### src/rtl/lfei_pkg.sv
package lfei_pkg;

    // Sequence numbers wrap at this modulus on a skip (power of two)
    localparam int unsigned SEQ_MODULUS = 512;

    localparam int unsigned SEQ_W   = 9;
    localparam int unsigned CRC_W   = 16;
    localparam int unsigned KIND_W  = 3;
    localparam int unsigned MODE_W  = 2;
    localparam int unsigned PER_W   = 16;
    localparam int unsigned CNT_W   = 32;
    localparam int unsigned CFG_IDX_W = 3;
    localparam int unsigned CFG_DATA_W = 32;

    localparam logic [MODE_W-1:0] MODE_OFF      = 2'd0;
    localparam logic [MODE_W-1:0] MODE_PERIODIC = 2'd1;
    localparam logic [MODE_W-1:0] MODE_BURST    = 2'd2;

    localparam logic [KIND_W-1:0] ERR_NONE = 3'd0;
    localparam logic [KIND_W-1:0] ERR_CRC  = 3'd1;
    localparam logic [KIND_W-1:0] ERR_DROP = 3'd2;
    localparam logic [KIND_W-1:0] ERR_DUP  = 3'd3;
    localparam logic [KIND_W-1:0] ERR_SKIP = 3'd4;

    localparam logic [CFG_IDX_W-1:0] CFG_MODE       = 3'd0;
    localparam logic [CFG_IDX_W-1:0] CFG_ERROR_KIND = 3'd1;
    localparam logic [CFG_IDX_W-1:0] CFG_PERIOD     = 3'd2;
    localparam logic [CFG_IDX_W-1:0] CFG_WIN_OPEN   = 3'd3;
    localparam logic [CFG_IDX_W-1:0] CFG_WIN_LEN    = 3'd4;

    localparam logic [CRC_W-1:0] CRC_INVERT = 16'hFFFF;

    typedef struct packed {
        logic [MODE_W-1:0] mode;
        logic [KIND_W-1:0] error_kind;
        logic [PER_W-1:0]  period;
        logic [CNT_W-1:0]  win_open;
        logic [CNT_W-1:0]  win_len;
    } cfg_t;

    typedef struct packed {
        logic [SEQ_W-1:0] seq_in;
        logic [CRC_W-1:0] crc_in;
        logic             restart_count;
    } in_beat_t;

    typedef struct packed {
        logic              drop;
        logic [SEQ_W-1:0]  seq_out;
        logic [CRC_W-1:0]  crc_out;
        logic [KIND_W-1:0] applied_error;
    } out_beat_t;

endpackage

### src/rtl/lfei_in_if.sv
interface lfei_in_if
    import lfei_pkg::*;
();
    logic             valid;
    logic             ready;
    logic [SEQ_W-1:0] seq_in;
    logic [CRC_W-1:0] crc_in;
    logic             restart_count;

    modport source (output valid, output seq_in, output crc_in, output restart_count,
                    input ready);
    modport sink   (input valid, input seq_in, input crc_in, input restart_count,
                    output ready);
endinterface

### src/rtl/lfei_out_if.sv
interface lfei_out_if
    import lfei_pkg::*;
();
    logic              valid;
    logic              ready;
    logic              drop;
    logic [SEQ_W-1:0]  seq_out;
    logic [CRC_W-1:0]  crc_out;
    logic [KIND_W-1:0] applied_error;

    modport source (output valid, output drop, output seq_out, output crc_out,
                    output applied_error, input ready);
    modport sink   (input valid, input drop, input seq_out, input crc_out,
                    input applied_error, output ready);
endinterface

### src/rtl/link_flit_error_injector.sv
// channel   dir  payload                                      accepted when
// flit_in   in   seq_in, crc_in, restart_count                valid & ready
// flit_out  out  drop, seq_out, crc_out, applied_error        valid & ready
// cfg       in   cfg_index, cfg_wdata                         cfg_we
//
// One beat per cycle sustained while the result is not stalled.
// Input register, then policy/apply logic, then result register.
// Policy counters update when a beat moves into the result register; last sequence too, unless duplicated.
// rst_n clears counters, config to defaults, and both stage valids.
// A stalled result holds the input stage; the input still takes a beat while it is empty.
module link_flit_error_injector
    import lfei_pkg::*;
(
    input  logic                  clk,
    input  logic                  rst_n,
    input  logic                  cfg_we,
    input  logic [CFG_IDX_W-1:0]  cfg_index,
    input  logic [CFG_DATA_W-1:0] cfg_wdata,
    lfei_in_if.sink               flit_in,
    lfei_out_if.source            flit_out
);

    cfg_t      cfg_reg;
    logic      in_valid_reg;
    in_beat_t  in_beat_reg;
    logic      out_valid_reg;
    out_beat_t out_beat_reg;

    logic      advance;
    logic      fire;
    out_beat_t result;

    assign advance       = in_valid_reg && (!out_valid_reg || flit_out.ready);
    assign flit_in.ready = !in_valid_reg || advance;

    always_ff @(posedge clk or negedge rst_n)
    begin
        if (!rst_n)
        begin
            cfg_reg.mode       <= MODE_OFF;
            cfg_reg.error_kind <= ERR_NONE;
            cfg_reg.period     <= PER_W'(1);
            cfg_reg.win_open   <= '0;
            cfg_reg.win_len    <= '0;
        end
        else if (cfg_we)
        begin
            case (cfg_index)
                CFG_MODE:       cfg_reg.mode       <= cfg_wdata[MODE_W-1:0];
                CFG_ERROR_KIND: cfg_reg.error_kind <= cfg_wdata[KIND_W-1:0];
                CFG_PERIOD:     cfg_reg.period     <= cfg_wdata[PER_W-1:0];
                CFG_WIN_OPEN:   cfg_reg.win_open   <= cfg_wdata[CNT_W-1:0];
                CFG_WIN_LEN:    cfg_reg.win_len    <= cfg_wdata[CNT_W-1:0];
                default:        cfg_reg            <= cfg_reg;
            endcase
        end
    end

    always_ff @(posedge clk or negedge rst_n)
    begin
        if (!rst_n)
        begin
            in_valid_reg  <= 1'b0;
            out_valid_reg <= 1'b0;
        end
        else
        begin
            if (flit_in.ready)
            begin
                in_valid_reg <= flit_in.valid;
            end
            if (advance)
            begin
                out_valid_reg <= 1'b1;
            end
            else if (flit_out.ready)
            begin
                out_valid_reg <= 1'b0;
            end
        end
    end

    always_ff @(posedge clk)
    begin
        if (flit_in.ready && flit_in.valid)
        begin
            in_beat_reg.seq_in        <= flit_in.seq_in;
            in_beat_reg.crc_in        <= flit_in.crc_in;
            in_beat_reg.restart_count <= flit_in.restart_count;
        end
        if (advance)
        begin
            out_beat_reg <= result;
        end
    end

    lfei_policy u_policy (
        .clk     (clk),
        .rst_n   (rst_n),
        .advance (advance),
        .restart (in_beat_reg.restart_count),
        .cfg     (cfg_reg),
        .fire    (fire)
    );

    lfei_apply u_apply (
        .clk        (clk),
        .rst_n      (rst_n),
        .advance    (advance),
        .fire       (fire),
        .error_kind (cfg_reg.error_kind),
        .beat       (in_beat_reg),
        .result     (result)
    );

    assign flit_out.valid         = out_valid_reg;
    assign flit_out.drop          = out_beat_reg.drop;
    assign flit_out.seq_out       = out_beat_reg.seq_out;
    assign flit_out.crc_out       = out_beat_reg.crc_out;
    assign flit_out.applied_error = out_beat_reg.applied_error;

    a_advance_fills_out: assert property (@(posedge clk) disable iff (!rst_n)
        advance |=> out_valid_reg)
        else $error("result register not filled after advance");

    a_stall_holds_input: assert property (@(posedge clk) disable iff (!rst_n)
        (in_valid_reg && out_valid_reg && !flit_out.ready)
        |=> (in_valid_reg && $stable(in_beat_reg)))
        else $error("input stage lost a beat during output stall");

    a_off_applies_none: assert property (@(posedge clk) disable iff (!rst_n)
        (advance && (cfg_reg.mode == MODE_OFF))
        |=> (out_beat_reg.applied_error == ERR_NONE))
        else $error("error applied with injection off");

    a_drop_flag: assert property (@(posedge clk) disable iff (!rst_n)
        out_valid_reg |-> (out_beat_reg.drop == (out_beat_reg.applied_error == ERR_DROP)))
        else $error("drop flag disagrees with applied error");

endmodule

### src/rtl/lfei_policy.sv
module lfei_policy
    import lfei_pkg::*;
(
    input  logic clk,
    input  logic rst_n,
    input  logic advance,
    input  logic restart,
    input  cfg_t cfg,
    output logic fire
);

    logic [PER_W-1:0] phase_reg;
    logic [PER_W-1:0] phase_next;
    logic [CNT_W-1:0] flit_reg;
    logic [CNT_W-1:0] flit_next;

    logic [PER_W-1:0] phase_base;
    logic [PER_W:0]   phase_inc;
    logic [PER_W-1:0] period_eff;
    logic             periodic_hit;
    logic [CNT_W-1:0] flit_base;
    logic [CNT_W-1:0] flit_inc;
    logic             burst_hit;

    always_comb
    begin
        phase_base   = restart ? '0 : phase_reg;
        phase_inc    = {1'b0, phase_base} + {{PER_W{1'b0}}, 1'b1};
        period_eff   = (cfg.period == '0) ? PER_W'(1) : cfg.period;
        periodic_hit = (phase_inc >= {1'b0, period_eff});

        // saturating count
        flit_base = restart ? '0 : flit_reg;
        flit_inc  = (&flit_base) ? flit_base : flit_base + CNT_W'(1);
        burst_hit = (flit_inc >= cfg.win_open)
                    && ((flit_inc - cfg.win_open) < cfg.win_len);

        // restart clears both counters; only the selected one then advances
        phase_next = phase_base;
        flit_next  = flit_base;
        fire       = 1'b0;
        case (cfg.mode)
            MODE_PERIODIC:
            begin
                fire       = periodic_hit;
                phase_next = periodic_hit ? '0 : phase_inc[PER_W-1:0];
            end
            MODE_BURST:
            begin
                fire      = burst_hit;
                flit_next = flit_inc;
            end
            default:
            begin
                fire = 1'b0;
            end
        endcase
    end

    always_ff @(posedge clk or negedge rst_n)
    begin
        if (!rst_n)
        begin
            phase_reg <= '0;
            flit_reg  <= '0;
        end
        else if (advance)
        begin
            phase_reg <= phase_next;
            flit_reg  <= flit_next;
        end
    end

endmodule

### src/rtl/lfei_apply.sv
module lfei_apply
    import lfei_pkg::*;
(
    input  logic              clk,
    input  logic              rst_n,
    input  logic              advance,
    input  logic              fire,
    input  logic [KIND_W-1:0] error_kind,
    input  in_beat_t          beat,
    output out_beat_t         result
);

    logic [SEQ_W-1:0]  last_seq_reg;
    logic [KIND_W-1:0] applied;
    logic [SEQ_W:0]    seq_plus;
    logic [SEQ_W-1:0]  seq_wrap;

    always_comb
    begin
        applied  = (fire && (error_kind <= ERR_SKIP)) ? error_kind : ERR_NONE;
        seq_plus = {1'b0, beat.seq_in} + {{SEQ_W{1'b0}}, 1'b1};
        seq_wrap = SEQ_W'(seq_plus % SEQ_MODULUS);

        result.drop          = 1'b0;
        result.seq_out       = beat.seq_in;
        result.crc_out       = beat.crc_in;
        result.applied_error = applied;
        case (applied)
            ERR_CRC:  result.crc_out = beat.crc_in ^ CRC_INVERT;
            ERR_DROP: result.drop    = 1'b1;
            ERR_DUP:  result.seq_out = last_seq_reg;
            ERR_SKIP: result.seq_out = seq_wrap;
            default:  result.drop    = 1'b0;
        endcase
    end

    // duplicates replay without recording
    always_ff @(posedge clk or negedge rst_n)
    begin
        if (!rst_n)
        begin
            last_seq_reg <= '0;
        end
        else if (advance && (applied != ERR_DUP))
        begin
            last_seq_reg <= beat.seq_in;
        end
    end

endmodule

### src/flat_wrapper.sv
// flat-port wrapper written by rule: the top's interface ports become plain ports
module link_flit_error_injector_flat import lfei_pkg::*;
  (clk, rst_n, cfg_we, cfg_index, cfg_wdata, flit_in_valid, flit_in_seq_in, flit_in_crc_in, flit_in_restart_count, flit_in_ready, flit_out_valid, flit_out_drop, flit_out_seq_out, flit_out_crc_out, flit_out_applied_error, flit_out_ready);
  lfei_in_if flit_in_i ();
  lfei_out_if flit_out_i ();
  input  logic clk;
  input  logic rst_n;
  input  logic cfg_we;
  input  logic [CFG_IDX_W-1:0] cfg_index;
  input  logic [CFG_DATA_W-1:0] cfg_wdata;
  input wire logic [$bits(flit_in_i.valid)-1:0] flit_in_valid;
  input wire logic [$bits(flit_in_i.seq_in)-1:0] flit_in_seq_in;
  input wire logic [$bits(flit_in_i.crc_in)-1:0] flit_in_crc_in;
  input wire logic [$bits(flit_in_i.restart_count)-1:0] flit_in_restart_count;
  output wire logic [$bits(flit_in_i.ready)-1:0] flit_in_ready;
  output wire logic [$bits(flit_out_i.valid)-1:0] flit_out_valid;
  output wire logic [$bits(flit_out_i.drop)-1:0] flit_out_drop;
  output wire logic [$bits(flit_out_i.seq_out)-1:0] flit_out_seq_out;
  output wire logic [$bits(flit_out_i.crc_out)-1:0] flit_out_crc_out;
  output wire logic [$bits(flit_out_i.applied_error)-1:0] flit_out_applied_error;
  input wire logic [$bits(flit_out_i.ready)-1:0] flit_out_ready;
  assign flit_in_i.valid = flit_in_valid;
  assign flit_in_i.seq_in = flit_in_seq_in;
  assign flit_in_i.crc_in = flit_in_crc_in;
  assign flit_in_i.restart_count = flit_in_restart_count;
  assign flit_in_ready = flit_in_i.ready;
  assign flit_out_valid = flit_out_i.valid;
  assign flit_out_drop = flit_out_i.drop;
  assign flit_out_seq_out = flit_out_i.seq_out;
  assign flit_out_crc_out = flit_out_i.crc_out;
  assign flit_out_applied_error = flit_out_i.applied_error;
  assign flit_out_i.ready = flit_out_ready;
  link_flit_error_injector u_core (.clk(clk), .rst_n(rst_n), .cfg_we(cfg_we), .cfg_index(cfg_index), .cfg_wdata(cfg_wdata), .flit_in(flit_in_i), .flit_out(flit_out_i));
endmodule
### config.mk
export PLATFORM = sky130hd
export DESIGN_NAME = link_flit_error_injector_flat
export DESIGN_NICKNAME = d
export VERILOG_FILES = /design/src/rtl/lfei_pkg.sv /design/src/rtl/lfei_in_if.sv /design/src/rtl/lfei_out_if.sv /design/src/rtl/link_flit_error_injector.sv /design/src/rtl/lfei_policy.sv /design/src/rtl/lfei_apply.sv /design/src/flat_wrapper.sv
export SDC_FILE = /design/constraint.sdc
export NUM_CORES = 1
export LEC_CHECK = 0
export BUFFER_PORTS_ARGS = -buffer_cell sky130_fd_sc_hd__buf_4
export CAP_MARGIN = 10
export CORE_UTILIZATION = 45
export CTS_BUF_LIST = sky130_fd_sc_hd__clkbuf_4
export CTS_CLUSTER_DIAMETER = 60
export CTS_CLUSTER_SIZE = 8
export DETAILED_ROUTE_END_ITERATION = 8
export GPL_TIMING_DRIVEN = 1
export PLACE_DENSITY = 0.69
export SLEW_MARGIN = 20
export SYNTH_ARGS = -nofsm -noshare
export SYNTH_HDL_FRONTEND = slang
export SYNTH_SLANG_ARGS = --single-unit
export TNS_END_PERCENT = 1
### constraint.sdc
create_clock -name clk -period 8.9 [get_ports clk]
set_input_delay 0 -clock clk [delete_from_list [all_inputs] [get_ports clk]]
set_output_delay 0 -clock clk [all_outputs]
set_load 0.03 [all_outputs]
### After elaboration in Yosys (flattened, before gate mapping)

Cells that the tools add are included.

| word-level totals | value |
|---|---|
| register bits | 199 |
| input port bits | 66 |

| cells by class | value |
|---|---|
| $add $sub $neg | 4 |
| $lt $le $gt $ge | 4 |
| eq/ne operators | 11 |
| multiplexer cells | 14 |
| bitwise operators | 1 |
| reductions and logical operators | 18 |

Operator list:

| cell | number |
|---|---|
| $mux 32 | 3 |
| $mux 16 | 5 |
| $add 32x1->32 const B | 1 |
| $ge 32x32->1 | 1 |
| $lt 32x32->1 | 1 |
| $reduce_and 32->1 | 1 |
| $sub 32x32->32 | 1 |
| $pmux 9 s2 | 1 |
| $add 16x1->17 const B | 1 |
| $ge 17x16->1 | 1 |
| $logic_not 16->1 | 1 |
| $not 16->16 | 1 |
| $eq 3x2->1 const B | 4 |
| $reduce_and 2->1 | 5 |
| $add 9x1->9 const B | 1 |
| $eq 3x1->1 const B | 2 |
| $eq 3x3->1 const B | 2 |
| $logic_and 1x1->1 | 5 |
| $le 3x3->1 const B | 1 |
| $logic_not 3->1 | 1 |
| $mux 1 | 3 |
| $mux 3 | 1 |
| $ne 3x2->1 const B | 1 |
| $eq 2x1->1 const B | 1 |
| 5 further kinds | 7 |

### Logic depth before layout (Yosys ltp)

Gate-level depths: netlist of run 1.

| logic depth | value |
|---|---|
| depth in word-level cells | 11 |
| gate-level depth with buffers | 35 |

### Cells and area by module

Synthesis of run 1 repeated with hierarchy kept, for this count alone.

| unflattened totals | value |
|---|---|
| cells, all modules | 1193 |
| area total of the unflattened synthesis | 12549.5 um^2 |

By module, submodules not included:

| module | times used | cells an instance | area each (um^2) | sequential area each (um^2) |
|---|---|---|---|---|
| lfei_policy | 1 | 858 | 6557.5 | 1201.2 |
| link_flit_error_injector | 1 | 247 | 5111.2 | 3829.9 |
| lfei_apply | 1 | 88 | 880.8 | 225.2 |

### Least setup slack after synthesis of run 1

OpenSTA, ideal clock, no wires.

| timing | value |
|---|---|
| path type | reg2reg |
| start | register u_core.in_beat_reg[0] in the netlist's numbering |
| end | register u_core.out_beat_reg (netlist bit u_core.flit_out.seq_out[4]) (data pin) |
| setup time | 259 ps |
| data arrival time | 6538 ps |
| setup slack | 2103 ps |
| cell stages (with the launch flop) | 36 |
| path buffers | 5 |
| cells stage by stage | edfxtp_1 buf_2 clkbuf_1 nor2b_1 ha_1 and3_1 buf_2 nand4_2 buf_4 nand3_2 nor4_2 nand3_1 xor2_1 nor2_1 ha_1 and3_1 a31o_2 nor4_1 o32a_1 nand2_1 a31oi_2 o21ai_0 nor4b_1 or3_1 ha_1 nand4_1 nor4_1 nand2_1 nand4_1 a31oi_1 a21oi_2 or2_1 buf_6 clkinv_8 and3_1 a211o_1 |

RTL lines:

| item | RTL line | text |
|---|---|---|
| start, declared | link_flit_error_injector.sv:25 | `in_beat_t in_beat_reg;` |
| end signal, assigned | link_flit_error_injector.sv:93 | `out_beat_reg <= result;` |
| end, declared | link_flit_error_injector.sv:27 | `out_beat_t out_beat_reg;` |

==> flow_metrics.py, run 1 <==
metrics = {
    "drt": {
        "vias": 9500,
        "postRouteAntennaNets": 0,
        "viasPerCell": 5.47,
        "finalWirelength_um": 28500,
        "wl_per_cell_um": 16.4,
        "drc": 2,
        "dr.first_iter.drc_count": 616,
        "drt-pass1-iter-count": 7,
    },
    "grt": {
        "gr-usage-all-layers": 0.216,
        "grt_max_degree": 68,
        "grt_pass1_wl_um": 46500,
        "grt.overflow.total": 0,
        "grt_pass1_vias": 9264,
        "antenna_found_initial": 1,
    },
    "synth": {
        "postSynthAreaPerCell_sq_um": 9.85,
        "syn-cell-area_sq_mm": 0.0120,
        "syn_nets": 1374,
        "synth_cells": 1223,
        "synth_edf_count": 55,
        "ys.flop_type": "dfrtp_1",
        "synth-seq-area-share": 0.436,
        "synth_seq_cells": 199,
        "async_flop_share": 0.724,
        "yosys_warnings": 0,
        "ys_types": 82,
    },
    "placed_design": {
        "gp_congestion": 0.902,
        "dpl_cell_area_sq_mm": 0.0131,
        "hpwl_um": 20200,
        "port_buffers": 96,
    },
    "clocking": {
        "hold_buffers": 83,
        "cts_setup_buffers": 0,
        "clk_path_buf_depth": 2,
        "clkSlewWorstSetupHoldPaths_ps": 230,
        "root_buffer": "clkbuf_4",
        "cts_tree": "done",
        "htreeDepth": 4,
        "clock_sinks": 199,
        "clock_latency_ps": 640,
        "cts_made_buffers": 17,
        "ctsResizeCount": 0,
    },
    "final_layout": {
        "largest_register_ffs": 85,
        "drive_gt1_frac": 0.155,
        "areaGrowthSynthToFinish_pct": 18.8,
        "fin_nets": 1539,
        "final_area_sq_mm": 0.0143,
    },
    "sta": {
        "finalHoldViolations": 0,
        "final.min_clock_period_ps": 8000,
        "slew_violations": 0,
        "worst_pin_slew_ps": 857,
        "fmax_mhz": 125,
        "setup_viol": 0,
        "min_period_over_period": 0.899,
        "rsz0062_at_grt": "no",
        "maxSlewHeadroom": 0.429,
        "fin_worst_skew_ps": 41.3,
        "setup_tns_ps": 0,
    },
    "floorplan": {
        "design.core.area_sq_mm": 0.0261,
        "pin_count": 97,
        "die_y_um": 166,
        "die_x_um": 166,
        "rows": 59,
        "fp.dieArea_sq_mm": 0.0274,
        "start_util": 0.461,
    },
    "worst_setup_path": {
        "ff2ff_path_depth": 30,
        "cpMostUsedCell": "o21ai_0",
        "timing.rr.end": "u_core.flit_out.seq_out[4]",
        "crit_fanout": 50,
        "critical_path_buf_inv_count": 2,
        "cpMaxStageDelayCell": "edfxtp_1",
        "crit_arrival_ps": 8400,
        "reg2reg_setup_slack_ps": 900,
        "crit_type": "flop to flop",
        "crit_required_ps": 9300,
        "r2r-start": "u_core.in_beat_reg[0]",
        "start_kind": "flop",
        "crit_path_max_incr_delay_ps": 560,
        "cpLargestDelayFamily": "simple AND/OR/NAND/NOR gates",
        "end_kind": "flop",
    },
    "status": {
        "status": "finished with violations",
        "violations": "DRC",
    },
    "min_path": {
        "worstHoldStart": "flit_in_crc_in[2]",
        "whs_path_depth": 2,
        "min_to": "u_core.in_beat_reg[3]",
        "hold_class": "input pin to flop",
    },
    "power_and_ir_drop": {
        "leakagePower_nw": 6.43,
        "worst_ir_drop_vdd_uv": 117,
        "power_density_mw_per_mm2": 170,
    },
    "flow_run": {
        "drv_cap": 0,
    },
}
-- worst reg2reg max path: cells and delay by family, from the launching register on --
kind,cells,cell delay (ps)
adders and majority gates,2,720
buffers and inverters,2,490
xor gates and xnor gates,2,250
DFF,1,560
AOI/OAI and AO/OA,11,2480
and+or+nand+nor,13,3300
-- cell usage in the layout (no fill, tap or decap), drive strengths merged, types with 12 or more instances in the layout --
cell type    count
nand3           32
xnor2           34
dlygate4sd3     85
nor2            63
nor3            24
nor4            12
clkbuf          17
nand4           25
ha              84
a21oi           67
mux2            49
o21ai           90
xor2            50
edfxtp          55
buf            109
inv            110
a21o            27
nand2          122
dfrtp          143
and3            17
a22o            22
nand2b          15
nor2b           20
-- cell families (layout without fill, tap and decap cells) --
group                    Yosys count  after routing  synth area share
AND/OR/NAND/NOR                  373            373             0.162
AO/OA/AOI/OAI                    282            282             0.152
flip-flops                       199            199             0.436
buffers and inverters            147            325            0.0498
adder cells (fa/ha/maj)           85             85            0.0889
XOR/XNOR                          84             84            0.0611
multiplexers                      53             53            0.0491
other                              0              1                 0
-- final cells by class --
cell class	count	area [sq um]
Antenna cell	1	2.50
Clock buffer	17	128
Clock inverter	15	218
Fill cell	2380	11800
Inverter	99	384
Multi-Input combinational cell	877	6200
Sequential cell	199	5260
Tap cell	335	419
Timing Repair Buffer	194	1690
-- per-layer routing --
layer  GRT usage  share of wire
met1       0.288           0.46
met2       0.363           0.49
met3      0.0352          0.032
met4      0.0591          0.018
met5           0              0
-- how the worst max path moves through the flow --
stage | endpoint | cells after the start | from
6_report | u_core.flit_out.seq_out[4] | 30 | u_core.in_beat_reg[0]
5_1_grt | u_core.flit_out.seq_out[1] | 30 | u_core.in_beat_reg[0]
4_1_cts | u_core.flit_out.seq_out[4] | 30 | u_core.in_beat_reg[0]
3_5_place_dp | u_core.flit_out.seq_out[4] | 30 | u_core.in_beat_reg[0]
3_3_place_gp | u_core.flit_out.seq_out[4] | 30 | u_core.in_beat_reg[0]
2_1_floorplan | u_core.flit_out.seq_out[4] | 35 | u_core.in_beat_reg[0]
-- power breakdown --
group,switching (mW),internal (mW),leakage (nW),total (mW)
Sequential,0.0701,1.06,2.35,1.13
Combinational,0.420,0.322,3.90,0.741
Clock,0.406,0.154,0.180,0.559
Total,0.895,1.54,6.43,2.43
-- through the flow --
stage	power, mW	hold slack (ps)	util	std cells	setup slack [ps]
global placement	1.83	96.5	0.500	1618	1220
floorplan	1.63	-296	-	1223	2100
CTS	2.45	3.92	0.546	1733	989
global route	2.59	2.98	0.547	1737	332
finish	2.43	59.7	0.547	1737	900
detailed placement	1.85	109	0.500	1618	1050
-- Yosys cell counts (4+ instances only) --
| master | n | area share |
|---|---|---|
| and4_1 | 4 | 0.0029 |
| o211ai_1 | 5 | 0.0031 |
| a211oi_1 | 5 | 0.0031 |
| nor2b_1 | 20 | 0.010 |
| o21bai_1 | 6 | 0.0037 |
| o21a_1 | 4 | 0.0025 |
| nand2_1 | 122 | 0.038 |
| a21o_1 | 27 | 0.017 |
| xor2_1 | 50 | 0.036 |
| a221o_1 | 8 | 0.0066 |
| nor2_1 | 62 | 0.019 |
| nand2b_1 | 15 | 0.0078 |
| a311oi_1 | 7 | 0.0051 |
| nand3b_1 | 5 | 0.0031 |
| a21oi_1 | 66 | 0.027 |
| nor3_1 | 22 | 0.0091 |
| buf_2 | 9 | 0.0037 |
| a211o_1 | 5 | 0.0036 |
| nor4_1 | 8 | 0.0042 |
| mux2_2 | 47 | 0.044 |
| dfrtp_1 | 143 | 0.30 |
| and3_1 | 17 | 0.0088 |
| mux2i_1 | 4 | 0.0033 |
| o21ai_1 | 7 | 0.0029 |
| nand3_1 | 31 | 0.013 |
| ha_1 | 84 | 0.087 |
| a22o_1 | 22 | 0.016 |
| a31oi_1 | 9 | 0.0047 |
| or3_1 | 10 | 0.0052 |
| o21ai_0 | 83 | 0.034 |
| xnor2_1 | 34 | 0.025 |
| edfxtp_1 | 55 | 0.14 |
| nand4_1 | 22 | 0.011 |
| and2_1 | 6 | 0.0031 |
| inv_1 | 97 | 0.030 |
| clkbuf_1 | 32 | 0.010 |
Power figures use the tool's default switching activity.
==> inputs of run 2 (changes only) <==
--- a/config.mk
+++ b/config.mk
@@ -6,7 +6,6 @@
 export NUM_CORES = 1
 export LEC_CHECK = 0
 export BUFFER_PORTS_ARGS = -buffer_cell sky130_fd_sc_hd__buf_4
-export CAP_MARGIN = 10
 export CORE_UTILIZATION = 45
 export CTS_BUF_LIST = sky130_fd_sc_hd__clkbuf_4
 export CTS_CLUSTER_DIAMETER = 60
==> constraint.sdc (replaced) <==
create_clock -name clk -period 8.46 [get_ports clk]
set_input_delay 0 -clock clk [delete_from_list [all_inputs] [get_ports clk]]
set_output_delay 0 -clock clk [all_outputs]
set_load 0.03 [all_outputs]
==> run 2 against run 1 <==
Net effect: the run still ends with DRC left; routed wire length down 0.68%; die area unchanged; critical path depth unchanged; maximum frequency up 3.2%; cell area down 0.77%; global-route usage down 0.62 points; via count up 0.46%; flip-flop and latch count unchanged; combinational power up 3.9%; total power up 4.6%.
==> flow_metrics.py, run 2 (synthesized netlist as in run 1, its figures left out) <==
metrics = {
    "floorplan": {
        "die_y_um": 166,
        "rows": 59,
        "design.core.area_sq_mm": 0.0261,
        "die_x_um": 166,
        "fp.dieArea_sq_mm": 0.0274,
        "pin_count": 97,
        "start_util": 0.461,
    },
    "sta": {
        "min_period_over_period": 0.916,
        "rsz0062_at_grt": "no",
        "setup_viol": 0,
        "whs_ps": 57.2,
        "slew_violations": 0,
        "finalHoldViolations": 0,
        "final.min_clock_period_ps": 7750,
        "setup_tns_ps": 0,
        "maxSlewHeadroom": 0.423,
        "fmax_mhz": 129,
        "worst_pin_slew_ps": 865,
        "fin_worst_skew_ps": 51.9,
    },
    "power_and_ir_drop": {
        "leakagePower_nw": 6.41,
        "worst_ir_drop_vdd_uv": 161,
        "power_frac_seq": 0.468,
        "power_density_mw_per_mm2": 179,
        "internal-power_mw": 1.61,
        "power_switching_mw": 0.934,
        "power_frac_clock": 0.230,
        "swShare": 0.367,
        "pwr-share-comb": 0.302,
    },
    "final_layout": {
        "fill_cells": 2385,
        "areaGrowthSynthToFinish_pct": 17.8,
        "drive_gt1_frac": 0.158,
        "post-route-util": 0.543,
        "layout_commonest_cell": "dfrtp_1",
        "fin_nets": 1527,
        "final_cell_mix": "143 x dfrtp_1, 122 x nand2_1, 108 x buf_4",
        "largest_register_ffs": 85,
    },
    "worst_setup_path": {
        "crit_path_max_incr_delay_ps": 620,
        "crit_arrival_ps": 8140,
        "crit_required_ps": 8850,
        "critical_path_buf_inv_count": 2,
        "crit_fanout": 20,
        "ff2ff_path_depth": 30,
        "cpMostUsedCell": "nand2_1",
        "end_kind": "flop",
        "start_kind": "flop",
        "crit_type": "flop to flop",
        "cpMaxStageDelayCell": "edfxtp_1",
        "cp.depth": 30,
        "cpLargestDelayFamily": "simple AND/OR/NAND/NOR gates",
    },
    "clocking": {
        "cts_made_buffers": 17,
        "htreeDepth": 4,
        "cts_tree": "done",
        "clock_latency_ps": 650,
        "clock_sinks": 199,
        "root_buffer": "clkbuf_4",
        "clkSlewWorstSetupHoldPaths_ps": 220,
        "clk_path_buf_depth": 2,
    },
    "flow_run": {
        "drv_cap": 0,
    },
    "grt": {
        "gr-usage-all-layers": 0.210,
        "grt.overflow.total": 0,
        "grt_pass1_vias": 9201,
        "grt_pass1_wl_um": 45200,
        "grt_max_degree": 69,
        "antenna_found_initial": 1,
    },
    "placed_design": {
        "gp_congestion": 0.905,
        "port_buffers": 96,
        "hpwl_um": 19800,
    },
    "drt": {
        "drc": 3,
        "dr.first_iter.drc_count": 578,
        "postRouteAntennaNets": 0,
        "vias": 9544,
        "viasPerCell": 5.53,
        "wl_per_cell_um": 16.4,
        "finalWirelength_um": 28300,
        "drt-pass1-iter-count": 9,
    },
    "min_path": {
        "hold_class": "input pin to flop",
        "whs_path_depth": 2,
    },
    "status": {
        "status": "finished with violations",
        "violations": "DRC",
    },
}
-- run 2: changes by cell type in the layout (fill, tap and decap cells not counted) --
| cell | previous run | this run |
|---|---|---|
| dlygate4sd3_1 | 85 | 72 |
| clkinv_8 | 3 | 6 |
| inv_12 | 7 | 4 |
| and2_1 | 6 | 5 |
| and2_2 | 0 | 1 |
| buf_4 | 107 | 108 |
| inv_16 | 1 | 2 |
| inv_6 | 2 | 1 |
| or2_1 | 1 | 0 |
| or2_2 | 3 | 4 |
-- run 2: timing repair --
action / CTS / global route
hold endpoints to repair: 189 / 0
hold buffers: 73 / 0
setup endpoints to repair: 0 / 18
gates resized for setup: 0 / 1
buffers inserted: 0 / 1
-- run 2: per-layer routing --
metal	vias up	share of wire	global-route usage
met5	-	0	0
met4	0	0.019	0.0599
met3	48	0.035	0.0332
met2	209	0.50	0.360
met1	4617	0.45	0.272
li1	4670	-	-
-- run 2: cell type report --
type / count / area (sq um) / share of cell area
repair buffers: 182 / 1570 / 0.111
inverters: 99 / 384 / 0.0271
well taps: 335 / 419 / 0.0295
diodes: 1 / 2.50 / 0.000176
flip-flops and latches: 199 / 5260 / 0.370
multi-input cells: 877 / 6200 / 0.437
clock inverters: 15 / 229 / 0.0161
clock buffers: 17 / 128 / 0.00899
-- run 2: worst paths after layout --
check | startpoint | end | slack, ps
max | u_core.in_beat_reg[0] | u_core.flit_out.seq_out[4] | 710
min | flit_in_crc_in[15] | u_core.in_beat_reg[16] | 60
max reg2reg | u_core.in_beat_reg[0] | u_core.flit_out.seq_out[4] | 710
min reg2reg | u_core.u_apply.last_seq_reg[6] | u_core.u_apply.last_seq_reg[6] | 510
max in group asynchronous | rst_n | u_core.cfg_reg[7] | 6870
min in group asynchronous | rst_n | u_core.u_policy.flit_reg[16] | 390
-- run 2: power groups by stage --
stage	registers [mW]	clock network [mW]	logic, mW
finish	1.19	0.585	0.770
global route	1.21	0.635	0.870
CTS	1.19	0.605	0.770
detailed placement	1.21	0	0.735
global placement	1.20	0	0.719
floorplan	1.21	0	0.511
-- run 2: metrics by stage --
step                instances  setup slack (ps)  total power [mW]  cell area, sq um
detailed placement       1618               523              1.94             13100
finish                   1725               707              2.55             14200
CTS                      1723               417              2.57             14200
global route             1725               125              2.71             14200
floorplan                1223              1660              1.72             12000
global placement         1618               724              1.92             13100
